File: config.mk
export PLATFORM = sky130hd
export DESIGN_NAME = bat_scan
export DESIGN_NICKNAME = d
export VERILOG_FILES = /design/src/rtl/bat_pkg.sv /design/src/rtl/bat_scan.sv
export SDC_FILE = /design/constraint.sdc
export NUM_CORES = 1
export LEC_CHECK = 0
export ABC_AREA = 1
export BUFFER_PORTS_ARGS = -buffer_cell sky130_fd_sc_hd__buf_2
export CAP_MARGIN = 10
export CORE_ASPECT_RATIO = 1.4
export CORE_MARGIN = 8
export CORE_UTILIZATION = 36
export DETAILED_ROUTE_END_ITERATION = 16
export PLACE_DENSITY = 0.78
export SKIP_LAST_GASP = 1
export SLEW_MARGIN = 20
export SYNTH_ARGS = -nofsm -noshare
export SYNTH_HDL_FRONTEND = slang
export SYNTH_SLANG_ARGS = --single-unit
File: constraint.sdc
create_clock -name clk -period 1.8 [get_ports clk]
set_clock_uncertainty 0.1 [all_clocks]
set_input_delay 0.36 -clock clk [delete_from_list [all_inputs] [get_ports clk]]
set_output_delay 0.36 -clock clk [all_outputs]
set_load 0.01 [all_outputs]
File: src/rtl/bat_pkg.sv
package bat_pkg;

  localparam int ADDR_W = 64;

  localparam logic [2:0] FN_ADD       = 3'd0;
  localparam logic [2:0] FN_TRAP      = 3'd1;
  localparam logic [2:0] FN_REMOVE    = 3'd2;
  localparam logic [2:0] FN_TOGGLE    = 3'd3;
  localparam logic [2:0] FN_CLR_STATS = 3'd4;

  localparam logic [1:0] ST_OK      = 2'd0;
  localparam logic [1:0] ST_DUP     = 2'd1;
  localparam logic [1:0] ST_FULL    = 2'd2;
  localparam logic [1:0] ST_MISSING = 2'd3;

  localparam logic [7:0]  TRAP_OPCODE = 8'hCC;
  localparam logic [1:0]  NO_KIND     = 2'd3;
  localparam logic [31:0] COUNT_MAX   = 32'hFFFF_FFFF;

  typedef struct packed {
    logic [ADDR_W-1:0] addr;
    logic [7:0]        sbyte;
    logic [1:0]        kind;
    logic              active;
  } entry_t;

  typedef struct packed {
    logic done;
    logic found;
  } scan_res_t;

endpackage

File: src/rtl/bat_scan.sv
module bat_scan import bat_pkg::*; #(
  parameter int TABLE_DEPTH = 64
) (
  input  logic                             clk,
  input  logic                             rst_n,
  input  logic                             start,
  input  logic                             need_active,
  input  logic [ADDR_W-1:0]                key,
  input  logic [$clog2(TABLE_DEPTH+1)-1:0] used,
  output logic                             rd_en,
  output logic [$clog2(TABLE_DEPTH)-1:0]   rd_addr,
  input  entry_t                           rd_data,
  output scan_res_t                        res,
  output logic [$clog2(TABLE_DEPTH)-1:0]   hit_idx,
  output entry_t                           hit_entry
);

  localparam int IW = $clog2(TABLE_DEPTH);
  localparam int UW = $clog2(TABLE_DEPTH + 1);

  logic          busy_r, busy_nxt;
  logic          pend_r, pend_nxt;
  logic [UW-1:0] idx_r, idx_nxt;
  logic [IW-1:0] pidx_r, pidx_nxt;
  logic          issue, match;

  // one read issued per cycle, each compared in the following cycle
  assign issue = busy_r && (idx_r < used);
  assign match = pend_r && (rd_data.addr == key) && (!need_active || rd_data.active);

  assign rd_en     = issue;
  assign rd_addr   = idx_r[IW-1:0];
  assign res.done  = busy_r && (match || !issue);
  assign res.found = match;
  assign hit_idx   = pidx_r;
  assign hit_entry = rd_data;

  always_comb begin
    busy_nxt = busy_r;
    pend_nxt = issue;
    idx_nxt  = idx_r;
    pidx_nxt = pidx_r;
    if (issue) begin
      idx_nxt  = idx_r + UW'(1);
      pidx_nxt = idx_r[IW-1:0];
    end
    if (res.done) begin
      busy_nxt = 1'b0;
    end
    if (start) begin
      busy_nxt = 1'b1;
      pend_nxt = 1'b0;
      idx_nxt  = '0;
    end
  end

  always_ff @(posedge clk) begin
    if (!rst_n) begin
      busy_r <= 1'b0;
      pend_r <= 1'b0;
      idx_r  <= '0;
    end else begin
      busy_r <= busy_nxt;
      pend_r <= pend_nxt;
      idx_r  <= idx_nxt;
    end
    pidx_r <= pidx_nxt;
  end

endmodule

==> run_results.csv <==
group,metric,value,unit
status,status,"complete, but fails checks",
status,violations,"negative setup slack",
drt,first_pass_iters,4,
synthesis,synth_common_cells,"nand2_1, inv_1, buf_4, nor2_1, nand4_1",
cells_and_area,multi_input_area,1750,um2
worst_hold_path,min-delay-start,"rst_n",
synthesis,yosysWarnings,0,
critical_path,crit-reg2reg-launch,"idx_r[2]",
clock_tree,clk_path_buf_depth,2,
synthesis,synthTopCellsByArea,"nand2_1, buf_4, inv_1, nor2_1, dfxtp_1",
drt,final_antenna_net_count,0,
floorplan,num_io_pins,240,
clock_tree,worstSkewPairLatency,0.25,ns
cells_and_area,postLayoutCellArea,4410,um2
synthesis,synth_top_cell_by_area,"nand2_1",
floorplan,rows,39,
timing,fin_ws,-0.245,ns
critical_path,r2r_cells,8,
job,maxCapViolCount,0,
drt,drc,0,
critical_path,r2r-end,"idx_r[0]",
synthesis,synth_top_area_share,0.216,
cells_and_area,antennaDiodeCount,0,
floorplan,coreArea,8050,um2
clock_tree,h-tree-depth,1,
drt,wl_per_cell,13.6,um
power,power.density,375,nW/um2
power,p_leak,2.77,nW
placed_design,place_congestion,0.855,
grt,antenna_found_initial,0,
grt,grt_pass1_vias,3766,
synthesis,ys_ff_latch,15,
critical_path,critPathArrivalTime,1.59,ns
synthesis,ys_seq_area_frac,0.123,
critical_path,cp-end-kind,"output pin",
timing,drv_slew,0,
drt,vias,3714,
cells_and_area,syn_to_final_growth,49.9,%
cells_and_area,finalNetCount,909,
grt,grt_pass1_wl,17400,um
grt,grt_usage,0.189,
clock_tree,cts_tree,"yes",
clock_tree,numCtsBuffers,3,
placed_design,pre_cts_ws,-0.357,ns
timing,tightest_slew,0.449,ns
synthesis,yosysMostFrequentCell,"nand2_1",
grt,grt_start_max_net_pins,10,
worst_hold_path,hold_end,"busy_r",
placed_design,dpl-instance-area,4080,um2
cells_and_area,seq_area,369,um2
critical_path,worst-path-max-fanout,4,
power,ir_drop,0.000599,V
synthesis,syn_inst,545,
worst_hold_path,whs_path_depth,3,
floorplan,die_x,92.4,um
clock_tree,cts_root_buffer,"clkbuf_16",
critical_path,r2r_slack,0.08,ns
drt,routed_via_density,4.35,
floorplan,die_h,123,um
placed_design,dp_hpwl,10300,um
timing,hold_viol_final,0,
clock_tree,clock_sinks,15,
timing,slew_headroom,0.699,
cells_and_area,layout-drive-gt1-share,0.457,
synthesis,synth_ff_type,"dfxtp_1",
synthesis,synth_edf_count,6,
clock_tree,path_clk_slew,0.05,ns
placed_design,io_buffers,219,
floorplan,die_area,11400,um2
critical_path,critical_path_required,1.34,ns
timing,min_period_over_period,1.14,
drt,wl,11600,um
synthesis,async_flop_share,0,
timing,fin_crit,2.05,ns
timing,max_freq,489,MHz
drt,drt-initial-drc-count,91,
timing,rsz0062_at_grt,"yes",
synthesis,syn_area,2940,um2
critical_path,start_kind,"flip-flop",
synthesis,syn_nets,702,
worst_hold_path,hp-class,"in -> reg",
cells_and_area,fill_cells,825,
critical_path,path_class,"reg -> out",
floorplan,initial_utilization,0.365,
synthesis,synth_cell_types,25,
synthesis,avgSynthCellArea,5.40,um2
grt,overflow,0,
timing,final-setup-viol-count,3,
-- per-layer routing --
metal,wire length (um),part of all wire,track usage,up-vias
met4,240,0.021,0.0526,0
met5,0,0,0,-
met3,802,0.069,0.0443,15
li1,-,-,-,1971
met2,6190,0.53,0.374,133
met1,4340,0.37,0.191,1595
-- worst max-delay path: stages, from the launching register on --
cell and delay (ns):
dfxtp_2 0.33, ha_4 0.24, a21oi_1 0.17, nand2_1 0.10
nand4_1 0.11, nand3_2 0.11, inv_4 0.09, a21boi_2 0.05
buf_2 0.14
-- registers in the layout, summed over array words and instances, names as in the netlist --
register	count
busy_r	1
hit_idx	6
idx_r	7
pend_r	1
-- cell usage in the layout, fill, tap and decap left out, types with 4 or more instances in the layout --
| cell type | instances |
|---|---|
| a21oi_1 | 4 |
| a21oi_2 | 4 |
| buf_2 | 211 |
| buf_4 | 64 |
| buf_6 | 9 |
| dfxtp_1 | 4 |
| dfxtp_2 | 4 |
| edfxtp_1 | 6 |
| ha_4 | 4 |
| inv_1 | 111 |
| nand2_1 | 163 |
| nand2_2 | 5 |
| nand3_1 | 13 |
| nand4_1 | 25 |
| nor2_1 | 59 |
| nor2_2 | 7 |
| nor2_4 | 4 |
| nor3_1 | 5 |
| o21ai_0 | 5 |
| or2_2 | 6 |
| xnor2_2 | 5 |
-- how the worst max path moves through the flow --
stage / start / slack, ns / depth (start not counted) / to
after floorplan: used[4] / -0.06 / 8 / res[1]
after global placement: key[12] / -0.38 / 9 / res[1]
after detailed placement: key[62] / -0.36 / 10 / res[0]
after CTS: rd_data[63] / -0.23 / 10 / res[0]
after global routing: rd_data[35] / -0.31 / 12 / res[1]
final: idx_r[2] / -0.25 / 8 / res[1]
-- cells by family (layout without fill, tap and decap cells) --
| kind of cell | count (synthesis) | after routing | share of synthesized area |
|---|---|---|---|
| flops | 15 | 15 | 0.122 |
| compound gates | 17 | 17 | 0.0362 |
| xor+xnor | 10 | 10 | 0.0298 |
| fa+ha+maj | 7 | 7 | 0.0298 |
| buf+inv | 197 | 403 | 0.356 |
| simple gates | 299 | 299 | 0.426 |
-- stage by stage --
step | util | TNS, ns | cells | total power, mW | hold WS [ns]
floorplan | - | -0.0643 | 545 | 0.829 | 0.377
global placement | 0.507 | -2.59 | 847 | 1.17 | 0.392
detailed placement | 0.507 | -3.02 | 847 | 1.17 | 0.398
CTS | 0.540 | -0.621 | 853 | 1.65 | 0.263
global route | 0.547 | -0.890 | 853 | 1.76 | 0.270
finish | 0.547 | -0.621 | 853 | 1.65 | 0.261
-- cell type report --
type / count / area share
timing repair buffer: 284 / 0.372
sequential: 15 / 0.0837
inverter: 115 / 0.100
multi-input combinational: 333 / 0.398
clock buffer: 4 / 0.0179
tap: 102 / 0.0290
-- where the power goes --
group	switching, mW	leakage [nW]	internal [mW]
sequential	0.00368	0.135	0.363
combinational	0.437	2.60	0.410
clock	0.140	0.0382	0.301
total	0.581	2.77	1.07
-- timing repair --
action | 4_1_cts | 5_1_grt
setup buffers | 3 | 1
endpoints found under the setup margin | 11 | 4
gates resized for setup | 38 | 16
pin swaps | 31 | 21
hold buffers | 0 | 0
Power figures use the tool's default switching activity.
