===== config.mk =====
export PLATFORM = sky130hd
export DESIGN_NAME = bat_ram
export DESIGN_NICKNAME = d
export VERILOG_FILES = /design/src/rtl/bat_ram.sv
export SDC_FILE = /design/constraint.sdc
export NUM_CORES = 1
export LEC_CHECK = 0
export BUFFER_PORTS_ARGS = -buffer_cell sky130_fd_sc_hd__buf_2
export CELL_PAD_IN_SITES_DETAIL_PLACEMENT = 1
export CELL_PAD_IN_SITES_GLOBAL_PLACEMENT = 1
export CORE_ASPECT_RATIO = 0.7
export CORE_MARGIN = 2
export CORE_UTILIZATION = 45
export DETAILED_ROUTE_END_ITERATION = 8
export GPL_ROUTABILITY_DRIVEN = 1
export GPL_TIMING_DRIVEN = 0
export PLACE_DENSITY = 0.67
export SLEW_MARGIN = 0
export SYNTH_ARGS = -nofsm -noshare
export SYNTH_HDL_FRONTEND = slang
export SYNTH_SLANG_ARGS = --single-unit

===== constraint.sdc =====
create_clock -name clk -period 7.6 [get_ports clk]
set_input_delay 1.9 -clock clk [delete_from_list [all_inputs] [get_ports clk]]
set_output_delay 1.9 -clock clk [all_outputs]
set_load 0.01 [all_outputs]

===== src/rtl/bat_ram.sv =====
module bat_ram #(
  parameter int WIDTH = 8,
  parameter int DEPTH = 64
) (
  input  logic                     clk,
  input  logic                     wr_en,
  input  logic [$clog2(DEPTH)-1:0] wr_addr,
  input  logic [WIDTH-1:0]         wr_data,
  input  logic                     rd_en,
  input  logic [$clog2(DEPTH)-1:0] rd_addr,
  output logic [WIDTH-1:0]         rd_data
);

  logic [WIDTH-1:0] mem [DEPTH];

  always_ff @(posedge clk) begin
    if (wr_en) begin
      mem[wr_addr] <= wr_data;
    end
    if (rd_en) begin
      rd_data <= mem[rd_addr];
    end
  end

endmodule


==> results of run 1 <==
## final cells by class
cell class | instances | share of cell area
Clock inverter | 20 | 0.008774
Sequential cell | 520 | 0.6887
Timing Repair Buffer | 22 | 0.004856
Multi-Input combinational cell | 369 | 0.1903
Buffer | 51 | 0.01396
Antenna cell | 1 | 0.0001104
Clock buffer | 65 | 0.06048
Tap cell | 594 | 0.03278
## state kept, by name, summed over array words and instances, names as in the netlist
signal	flops
rd_data	8
mem	512
## worst paths after layout
path              slack (ns)         end  cells after the start  startpoint
setup / recovery        3.22  rd_data[6]                      8  rd_addr[1]
hold / removal          0.98  rd_data[2]                      5  mem[55][2]
setup reg to reg        4.84  rd_data[3]                      4   mem[3][3]
hold reg to reg         0.98  rd_data[2]                      5  mem[55][2]
## metrics by stage
| step | instance area (um2) | std cells | util | total power [mW] | setup slack, ns |
|---|---|---|---|---|---|
| after global placement | 21100 | 1556 | 0.4791 | 3.562 | 2.738 |
| after global routing | 22670 | 1641 | 0.5147 | 6.110 | 3.062 |
| after CTS | 22670 | 1641 | 0.5147 | 5.989 | 3.274 |
| after detailed placement | 21100 | 1556 | 0.4791 | 3.571 | 2.685 |
| after floorplan | 20250 | 940 | - | 3.417 | 3.894 |
| final | 22670 | 1642 | 0.5148 | 5.948 | 3.223 |
## cell usage in the layout (no fill, tap or decap), drive strengths merged, types with 6 or more instances in the layout
master and instances:
clkinv 14, mux2 13, mux4 126, clkbuf 82, o22ai 8, nor3 7
nand2b 7, o221ai 8, nor2b 14, a221oi 6, nor2 83, edfxtp 520
buf 56, nand2 19, nand3 13, mux2i 23
## synth_stat cells, drive strengths merged
cell and count:
o221a 2, o221ai 8, o2bb2ai 3, a211oi 4, o311ai 1, a21oi 3, a31oi 1, a2111oi 2
nand3b 3, nand3 13, o21ai 4, mux2 13, and2 1, a221oi 6, nor4 2, nand4b 1
o2111ai 3, o22ai 8, nand2 19, mux4 126, o21a 2, a22oi 3, mux2i 23, buf 34
nand2b 7, or3 1, nor2b 14, o41ai 2, nor3 7, o32ai 2, edfxtp 520, clkbuf 17
nand4 2, nor2 83
## kinds of logic (layout without fill, tap and decap cells)
kind of cell	Yosys count	in the layout
flip-flops	520	520
AO/OA/AOI/OAI	54	54
other	0	1
buffers and inverters	51	158
AND/OR/NAND/NOR	153	153
multiplexers	162	162
## layer usage
| metal | part of all wire | vias to the layer above | global-route usage |
|---|---|---|---|
| met5 | 0 | - | 0 |
| met3 | 0.085 | 84 | 0.05011 |
| li1 | - | 4083 | - |
| met2 | 0.43 | 415 | 0.3174 |
| met4 | 0.022 | 0 | 0.05457 |
| met1 | 0.46 | 5380 | 0.3560 |
## power breakdown
part	internal, mW	switching [mW]
Clock	1.40	1.04
Sequential	3.18	0.00609
Combinational	0.111	0.210
## critical path, cell delays in order
cell and delay (ns):
buf_4 0.16, buf_2 0.41, buf_1 0.87, mux4_2 0.42
mux2i_1 0.46, nand3_1 0.15, nand3_1 0.13, o32ai_1 0.13
==> results.md, run 1 <==
- The run finished with clean final reports.
- The number of hold violations in the final report is 0.
- When the netlist entered floorplanning its net count stood at between 900 and 1000.
- Setup repair after global routing left no endpoint under its margin.
- The power per cell area is roughly 260 nW/um2.
- After detailed routing, the number of vias per cell comes to about 6.1.
- The die outline area is 46730 um2.
- The static leakage is 6.988 nW.
- The main combinational cell family by area after synthesis is multiplexers.
- The count of buffers added by post-CTS timing repair for setup is 0.
- For this configuration, the core starts out at a cell density of 0.4597.
- The area added between synthesis and finish is 11.98%.
- The number of antenna violations at the first check in global routing was 0.
- The register bit total from synthesis is between 500 and 600.
- Adding up every negative setup slack in the final design gives 0 ns.
- The residual antenna-violating net count after detailed routing is 0.
- The max-slew violation total from the final report came to 0.
- The weighted congestion at the end of routability-driven global placement is around 0.86.
- The number of global-route vias before repair is around 10000.
- Counting along the longest clock path gives a buffer depth of 3.
- The post-synthesis compound-gate area fraction is 0.02064.
- For this run, the number of Yosys warnings is 0.
- For the final database, setup skew stands at around 0.013 ns.
- The xor/xnor cell area share of the yosys netlist is 0.
- The worst setup path is launched from an input port.
- Of the synthesized area, sequential elements account for 0.7712.
- Of the post-synthesis cell area, the part taken by muxes is 0.1588.
- The master cell of the clock root buffer is clkbuf_16.
- IR analysis of the VDD net gives a maximum drop of slightly above 0.2 mV.
- The top-level port count is 31.
- Along the worst path, the maximum fanout reaches 10.
- The distinct cell type count after synthesis is 39.
- At the end of the flow, the number of nets in the layout was a little over 1000.
- Of the total synthesized cell area, the portion taken by AND, OR, NAND and NOR gates is 0.03374.
- The die boundary height is 181.5 um.
- The maximum number of pins on one net before global-route repair is 65.
- The clock tree from TritonCTS is built.
- The number of core rows is 64.
- The worst-case hold slack is between 0.9 and 1 ns.
- For this run, the total global-route usage over all layers was measured as 0.2249.
- The remaining design rule violation count is 0.
- Sorting the synthesized cells by area gives the leading types as edfxtp_1 (77%), mux4_2 (14%), nor2_1 (1.5%), mux2i_1 (1.1%), mux2_2 (0.72%).
- For this block, the routed nets add up to around 52000 um of wire.
- Of the total synthesized cell area, the portion taken by full adders, half adders and majority gates is 0.
- Headroom to the max-slew limit came out at 0.1118.
- Dividing the final minimum period by the clock period gives 0.5760.
- Buffers placed on the I/O ports in this run total 22.
- Measured along the x axis, the die boundary spans 257.5 um.
- The share of final-layout standard cells stronger than drive strength 1 is 0.2464.
- The max-cap violation count is 0.
- The number of clock sinks is 520.
- The area of all sequential standard cells is roughly 16000 um2.
- At the worst endpoint, the arrival time is roughly 4.7 ns.
- The number of hold buffers added after CTS was 0.
- After floorplanning, the core was sized to cover between 40000 and 50000 um2.
- The average instance in the mapped netlist occupies about 22 um2.
- The highest clock rate is between 200 and 250 MHz.
- Data on the critical path is required at its endpoint by 7.88 ns.
- The clock period could shrink to 4.377 ns.
- In the final layout, the multi-input gates occupy 4315 um2.
- The insertion delay to the later sink of the worst-skew pair is 0.57 ns.
- The number of levels the H-tree was split into is 2.
- Setup violations remaining at the end of the flow were counted as 0.
- The largest total area in the synthesized netlist belongs to edfxtp_1.
- The quantity of gates resized following cts is 0.
- After filler insertion, the fill cell instance count of the layout stands at 3883.
- The clock buffer count from CTS is 50.
- Global routing finished with a remaining overflow of 0.
- In the final routed layout, each cell accounts on average for approximately 31 um.
- Summed over all nets, the half-perimeter wirelength after detailed placement is about 33000 um.
- For this block, the via count after detailed routing is 9962.
- For the pin with the worst max-slew slack, the measured transition is ~1.3 ns.
- The number of cells produced by synthesis is between 900 and 1000.
- The worst min-delay path class is reg -> reg.
- The first detailed-routing pass took 5 iterations.
- The share of synthesized area in the top cell type comes to 0.7712.
- After clock tree synthesis, the clock-pin slew on the worst setup and hold paths is 0.06 ns.
- The classification of the worst setup path is in -> reg.
- The endpoint class of the critical path is a flop.
- The first-pass GRT wire length is 74340 um.
- After synthesis the cells add up to just over 20000 um2.
- The DRC violation total after the first TritonRoute iteration is ~1200.
Note: power is estimated with default switching activity, not from simulation.
==> run 2, diff against run 1 <==
- ABC_AREA: default -> 1
- PLACE_DENSITY: 0.67 -> 0.72
- clock period: 7.6 -> 4.1 ns (I/O delays scaled with it)
==> run 2 against run 1 <==
  * Sequential power grew 85%
  * Clock-buffer cell count grew 6
  * Cell count is 54% higher
  * Hold slack lost 0.19 ns
  * Area after synthesis increased by 5.8%
  * Clock skew is 0.0011 ns lower
  * Die area increased by 5.7%
  * Non-clock buffer count rose by 68
  * Sequential cell count did not move
  * Synthesized cell count up 92%
  * Clock power increased by 79%
  * Core utilization shrank 0.41 points
==> results.md, run 2 <==
- The run finished with clean final reports.
- Clock latency on the worst-skew pair, taken at its later pin, is approximately 0.59 ns.
- In this run, distinct cell masters in the synthesized netlist total 15.
- The routed length per placed instance is 28.42 um.
- Sorting the synthesized cells by area gives the leading types as edfxtp_1 (73%), nand2_1 (11%), nand3_1 (10%), buf_6 (1.8%), nor2_1 (0.98%).
- The tree is rooted in a clkbuf_16.
- The total internal power is between 8 and 9 mW.
- The routed via count is around 15000.
- The post-synthesis sequential area ratio is 0.7290.
- The critical path data arrival time is between 3 and 4 ns.
- Of the cells placed in the final design, the portion with a size suffix greater than 1 is 0.09531.
- The number of nets produced by synthesis is around 1800.
- The final layout contains routed wiring with a total length of 72010 um.
- Setup repair after global routing left no endpoint under its margin.
- The largest single stage delay on the critical path is 1.06 ns.
- The post-route clock period utilization is 0.7403.
- The congestion estimate from routability-driven global placement came to 0.8991.
- The total overflow left after global routing is 0.
- The clock transition at the registers of the reported paths is around 0.06 ns.
- STA classifies the critical path startpoint as an input port.
- The die boundary height is about 190 um.
- For this configuration, the core starts out at a cell density of 0.4583.
- The register name with the most flops is mem.
- The first global-routing pass estimated roughly 100000 um of wire.
- The most area-hungry cell type in the Yosys netlist is edfxtp_1.
- The worst setup slack after placement is 0.5185 ns.
- The cell count after synthesis came out at 1805.
- The power per cell area is between 400 and 500 nW/um2.
- The critical path goes through clkbuf_1 > inv_1 > nand4_1 > nor2_1.
- The warning count from the yosys run is 0.
- The end-of-flow core utilization is 0.5107.
- The number of buffer and inverter stages on the critical path is 2.
- Measured along the x axis, the die boundary spans around 260 um.
- The path class of the tightest hold or removal check is in -> reg.
- The largest registers in the layout are mem: 512 flops, rd_data: 8 flops.
- In the post-synthesis netlist, the cell with the most instances is nand2_1.
- Setup total negative slack on the finished layout was measured at 0 ns.
- The number of cells on the worst reg-to-reg path is 8.
- The share of synthesized area in the top cell type comes to 0.7290.
- The beginning of the worst hold path is rd_en.
- The DRC violation total after the first TritonRoute iteration is approximately 2000.
- The share of total power dissipated in the clock network is 0.392.
- Sorting the synthesized cells by how often they occur yields nand2_1 (648), edfxtp_1 (520), nand3_1 (439), nor2_1 (56), buf_2 (37).
- The total non-filler cell area in the finished layout is 23870 um2.
- The number of flip-flops under the largest register name is approximately 510.
- The number of fillers in the final layout is 4887.
- Along the worst hold path, the cell count comes to 1.
- The worst-path cell with the longest stage delay is nor2_1.
- The number of global-route vias before repair was 15230.
- In this run the power spent charging and discharging nets is around 2.7 mW.
- The library cell used most frequently in the layout, excluding fill and tap cells, is nand2_1.
- In the post-route analysis, the smallest setup slack over all paths is about 1.1 ns.
- Setup violations remaining at the end of the flow were counted as 0.
- Between clock sinks in the finished design, the worst skew comes to approximately 0.012 ns.
- The register bit total from synthesis is 520.
- The HPWL after detailed placement is between 40000 and 50000 um.
- The region available for standard cell placement spans ~47000 um2.
- The minimum clock period after layout is around 3.0 ns.
- The largest fanout on the critical path is 9.
- Max-cap violations in this run came to 0.
- The number of setup buffers added after CTS is 0.
- After floorplanning, the core was divided into 66 placement rows.
- The area added between synthesis and finish is 11.44%.
- The maximum number of pins on one net before global-route repair is 65.
- The via-per-instance ratio is roughly 6.0.
- The count of flip-flops with a built-in enable after synthesis is 520.
- Static timing analysis puts the maximum clock frequency at 329.5 MHz.
- Gates resized during post-CTS repair numbered 0.
- No sink is reached through more buffers than the 3 on the longest clock path.
- The endpoint with the worst hold slack is rd_data[1].
- The endpoint class of the critical path is a flop.
- The register share of total power is 0.532.
- The proportion of power drawn by combinational gates is 0.076.
- The synthesized netlist occupies a cell area of 21420 um2.
- The number of search-and-repair iterations in the first detailed-routing pass is 5.
- The setup check on the worst reg-to-reg path leaves a slack of about 2.4 ns.
- The number of hold violations in the final report is 0.
- Counting the buffers created by CTS gives 50.
- Port buffering added 22 buffers.
- The number of cells after detailed placement is around 2400.
- The startpoint identified for the worst register-to-register timing path is mem[23][6].
- The max-slew violation total from the final report is 0.
- Among all flip-flop cells after synthesis, the most frequent one is edfxtp_1.
- For this run, the total global-route usage over all layers was measured as 0.2918.
- Hold timing on the final database bottoms out at a slack of about 0.8 ns.
- In the layout the commonest cells are nand2_1 (648), edfxtp_1 (520), nand3_1 (439).
- Power comes to roughly 11 mW.
- The number of levels the H-tree was split into is 2.
- The floorplan step defined a die boundary enclosing about 49000 um2.
- The static leakage is 8.567 nW.
- The number of antenna violations at the first check in global routing is 3.
- The remaining design rule violation count is 0.
- Counting flops with an async set or reset pin after synthesis yields a share of 0.
- The worst register-to-register path ends at rd_data[6].
- The layout net count is between 1500 and 2000.
- The top-level port count is 31.
- The clock tree from TritonCTS is built.
- The worst vdd rail ir drop is 0.2777 mV.
- The worst setup path is of the in -> reg kind.
- The critical path's top delay family is simple AND/OR/NAND/NOR gates.
- The remaining max-slew budget at the tightest pin is 0.05020.
- The quantity of hold-fixing buffers added after cts is 0.
- The number of clock sinks is 520.
- Once detail routing completed, the nets flagged for antenna violations numbered 0.
- The area after detailed placement is 22390 um2.
- Of the total power, the share spent switching nets is 0.2397.
- The number of standard cells in the final layout excluding fillers is ~2500.
- The slew at the pin with the worst max-slew slack is about 1.4 ns.
- The mean instance size in the synthesized netlist is ~12 um2.
- The data required time at the worst endpoint is roughly 4.3 ns.
run 2: cell count changes in the layout (fill, tap and decap cells not counted), moves of 10 or more:
cell	before	now
nand2_1	19	648
nand3_1	13	439
mux4_2	126	0
buf_6	4	35
nor2_1	83	56
mux2i_1	23	0
buf_2	33	53
nor2b_1	14	0
buf_4	13	26
mux2_2	13	0
inv_1	0	10
run 2: power groups by stage:
stage                     Sequential (mW)  Combinational (mW)  Clock (mW)
after CTS                            5.91               0.817        4.37
after floorplan                      6.02               0.414           0
final                                5.91               0.839        4.36
after global placement               6.02               0.780           0
after global routing                 5.91               0.890        4.57
after detailed placement             6.02               0.812           0
run 2: kinds of logic (layout without fill, tap and decap cells):
| kind of cell | count (synthesis) | after routing | synth area share |
|---|---|---|---|
| and+or+nand+nor | 1160 | 1160 | 0.2309 |
| DFF | 520 | 520 | 0.7290 |
| other | 0 | 2 | 0 |
| buffers and inverters | 125 | 240 | 0.04007 |
run 2: worst max-delay path by stage:
stage	start	to	slack, ns	cells past startpoint
6_report	wr_addr[0]	mem[8][4]	1.06	4
2_1_floorplan	wr_en	mem[48][0]	1.31	3
5_1_grt	wr_en	mem[51][3]	1.03	3
4_1_cts	wr_addr[0]	mem[26][6]	1.16	4
3_3_place_gp	wr_en	mem[54][2]	0.18	3
3_5_place_dp	wr_addr[0]	mem[26][4]	0.52	4
run 2: area by class of cell:
class | instances | area, um2 | share of cell area
Multi-Input combinational cell | 1160 | 4996 | 0.2093
Buffer | 113 | 808.3 | 0.03386
Timing Repair Buffer | 28 | 170.2 | 0.007129
Inverter | 12 | 50.05 | 0.002097
Antenna cell | 2 | 5.005 | 0.0002097
Clock inverter | 16 | 65.06 | 0.002726
Tap cell | 612 | 765.7 | 0.03208
Sequential cell | 520 | 15620 | 0.6542
Clock buffer | 71 | 1394 | 0.05840
run 2: per-layer routing:
metal / vias up / track usage / routed length, um
li1: 6521 / - / -
met1: 7815 / 0.4498 / 32030
met2: 820 / 0.4211 / 31000
met3: 108 / 0.06321 / 7494
met4: 2 / 0.07193 / 1478
met5: - / 0 / 13
==> run 3, diff against run 2 <==
- PLACE_DENSITY: 0.72 -> 0.74
- clock period: 4.1 -> 2.58 ns (I/O delays scaled with it)
==> run 3 against run 2 <==
  * The flow now finishes with violations (negative setup slack)
  * Core utilization grew 0.61 points
  * Sequential power up 59%
  * Sequential share of layout area decreased by 0.77 points
  * Critical path type unchanged
  * Largest cell class unchanged
==> results.md, run 3 (synthesis results as in run 2) <==
- The number of flip-flops under the largest register name is 512.
- The global route total overflow is 0.
- For this run, the post-layout net count is between 1500 and 2000.
- The residual antenna-violating net count after detailed routing is 0.
- After floorplanning, the core was divided into 66 placement rows.
- In the layout the commonest cells are nand2_1 (648), edfxtp_1 (520), nand3_1 (439).
- In this run, the number of DRC markers left after iteration 0 of detailed routing was between 1500 and 2000.
- The number of antenna diodes in the final layout is 0.
- The number of standard cells in the final layout excluding fillers is between 2000 and 3000.
- STA puts the critical path data required time at around 2.8 ns.
- After routing the design area is approximately 24000 um2.
- Setup violations remaining at the end of the flow were counted as 64.
- For met3 alone, demand over resource in global routing was 0.06426.
- The number of hold violations in the final report was 0.
- The endpoint class of the critical path is a flop.
- The number of search-and-repair iterations in the first detailed-routing pass is 5.
- Relative to the synthesized area, the layout overhead comes to 12.76%.
- The critical path data arrival time is about 3.0 ns.
- The number of antenna violations at the first check in global routing came to 1.
- The share of final-layout standard cells stronger than drive strength 1 is 0.1135.
- The static leakage is about 8.7 nW.
- The busiest metal layer after global routing is met1.
- The largest registers in the layout are mem: 512 flops, rd_data: 8 flops.
- The initial utilization of the core area, before any placement, comes to 0.4583.
- Entering global routing, the biggest net connects 65 pins.
- The number of global-route vias before repair is 14930.
- For met2 alone, demand over resource in global routing was 0.4111.
- The remaining design rule violation count is 0.
- The overall track demand over capacity in global routing is 0.2844.
- The total power of the final layout is about 18 mW.
- Based on the critical path, the design can be clocked at up to around 360 MHz.
- The register name with the most flops is mem.
- The routed design has between 70000 and 80000 um of wire.
- Timing analysis after detailed placement gives a worst setup slack of -0.5851 ns.
- In this run the worst path has a maximum fanout of 9.
- The area after detailed placement is 22410 um2.
- The tree built by TritonCTS fans out to 520 sinks.
- STA classifies the critical path startpoint as an input port.
- Across the run, the number of max-cap violations was 0.
- From bottom edge to top edge, the die measures roughly 190 um.
- Dividing total power by cell area gives a power density of roughly 760 nW/um2.
- The routed length per placed instance is roughly 28 um.
- At the pin with the least slew margin, the transition time is roughly 1.4 ns.
- TritonCTS built the clock tree.
- During I/O placement, the number of pins put on the boundary was 31.
- The area of the core region is around 47000 um2.
- The final worst-path setup slack is -0.1677 ns.
- Measured against its own limit, the worst slew margin works out to 0.04104.
- The clock tree synthesis step divided the H-tree into 2 levels.
- The classification of the worst setup path is in -> reg.
- At the end of routability-driven placement, the weighted congestion stood at roughly 0.95.
- The worst vdd rail ir drop is roughly 0.55 mV.
- No sink is reached through more buffers than the 3 on the longest clock path.
- The filler cells instantiated in the layout total around 5000.
- The clock buffer count from CTS is 50.
- The die outline area is approximately 49000 um2.
- The number of cells after detailed placement is between 2000 and 2500.
- The floorplan die width is 264.8 um.
- Setup repair after global routing could not meet its margin everywhere.
- For this run, global-route usage on met1 was measured as 0.4384.
- The final reports fail on negative setup slack.
- The max-slew violation total from the final report is 0.
- The total half-perimeter wirelength after legalization and detailed placement is around 47000 um.
- The post-route clock period utilization is 1.065.
- After clock tree synthesis, the clock-pin slew on the worst setup and hold paths is 0.06 ns.
- In the routed layout, each cell is associated on average with a via count of between 5 and 6.
- Summing over every cut layer, the via total after detailed routing is 15080.
- The most common library cell in the layout ignoring fill and taps is nand2_1.
- The later pin in the worst-skew pair is clocked with a latency of 0.59 ns.
- The run finished, with violations left.
- The minimum clock period after layout is roughly 2.7 ns.
- The master cell of the clock root buffer is clkbuf_16.
- The count of buffers added on input and output ports is 22.
- At the end of the flow the core is filled with cells to 0.5168.
- Between clock sinks in the finished design, the worst skew comes to 0.01113 ns.
- The first global-routing pass estimated roughly 100000 um of wire.
- The min-delay analysis places its worst path in the category in -> reg.
==> run 3: changes by cell type in the layout (fill, tap and decap cells not counted) <==
cell and change:
clkinv_4 +2, clkinv_2 +9, diode_2 -2, clkbuf_1 -11, buf_4 +3, nor2_2 +16
nor2_1 -16, bufinv_16 +7, buf_2 -1
==> run 3: report_power, final <==
group / switching [mW] / internal (mW) / total [mW]
Clock: 3.23 / 4.43 / 7.67
Combinational: 1.02 / 0.318 / 1.33
Sequential: 0.0167 / 9.37 / 9.39
Total: 4.27 / 14.1 / 18.4
==> run 3: metal layers <==
layer  vias to the layer above  wire, um
li1                       6531         -
met1                      7604     31100
met2                       848     29940
met3                        93      7792
met4                         2      1378
met5                         -        13
==> run 3: final cells by class <==
cell class | instances | area [um2] | area share
buffer | 113 | 808.3 | 0.03346
tap | 612 | 765.7 | 0.03170
timing repair buffer | 30 | 187.7 | 0.007770
sequential | 520 | 15620 | 0.6465
clock buffer | 60 | 1353 | 0.05600
clock inverter | 34 | 337.8 | 0.01399
multi-input combinational | 1160 | 5036 | 0.2085
inverter | 12 | 50.05 | 0.002072
==> run 3: timing repair <==
action                     CTS  global route
hold buffers                 0             0
gates resized for setup      0            16
buffers inserted             0             0
setup endpoints to repair    0           125
==> run 3: metrics by stage <==
step | TNS, ns | hold slack, ns
finish | -3.748 | 0.4105
global route | -4.778 | 0.4059
CTS | 0 | 0.3921
detailed placement | -185.17 | 0.9943
global placement | -131.45 | 0.9716
floorplan | 0 | 0.7439
==> run 3: worst paths after layout <==
check	start	end	slack, ns	depth (start not counted)
max reg2reg	mem[31][6]	rd_data[6]	0.87	8
max	wr_addr[0]	mem[8][3]	-0.17	4
min	rd_en	rd_data[7]	0.41	1
min reg2reg	mem[12][3]	rd_data[3]	1.08	8
==> run 3: worst max-delay path, cell delays in order <==
cell and delay [ns]:
clkbuf_1 0.24, inv_1 0.35, nand4_1 0.62, nor2_1 1.09
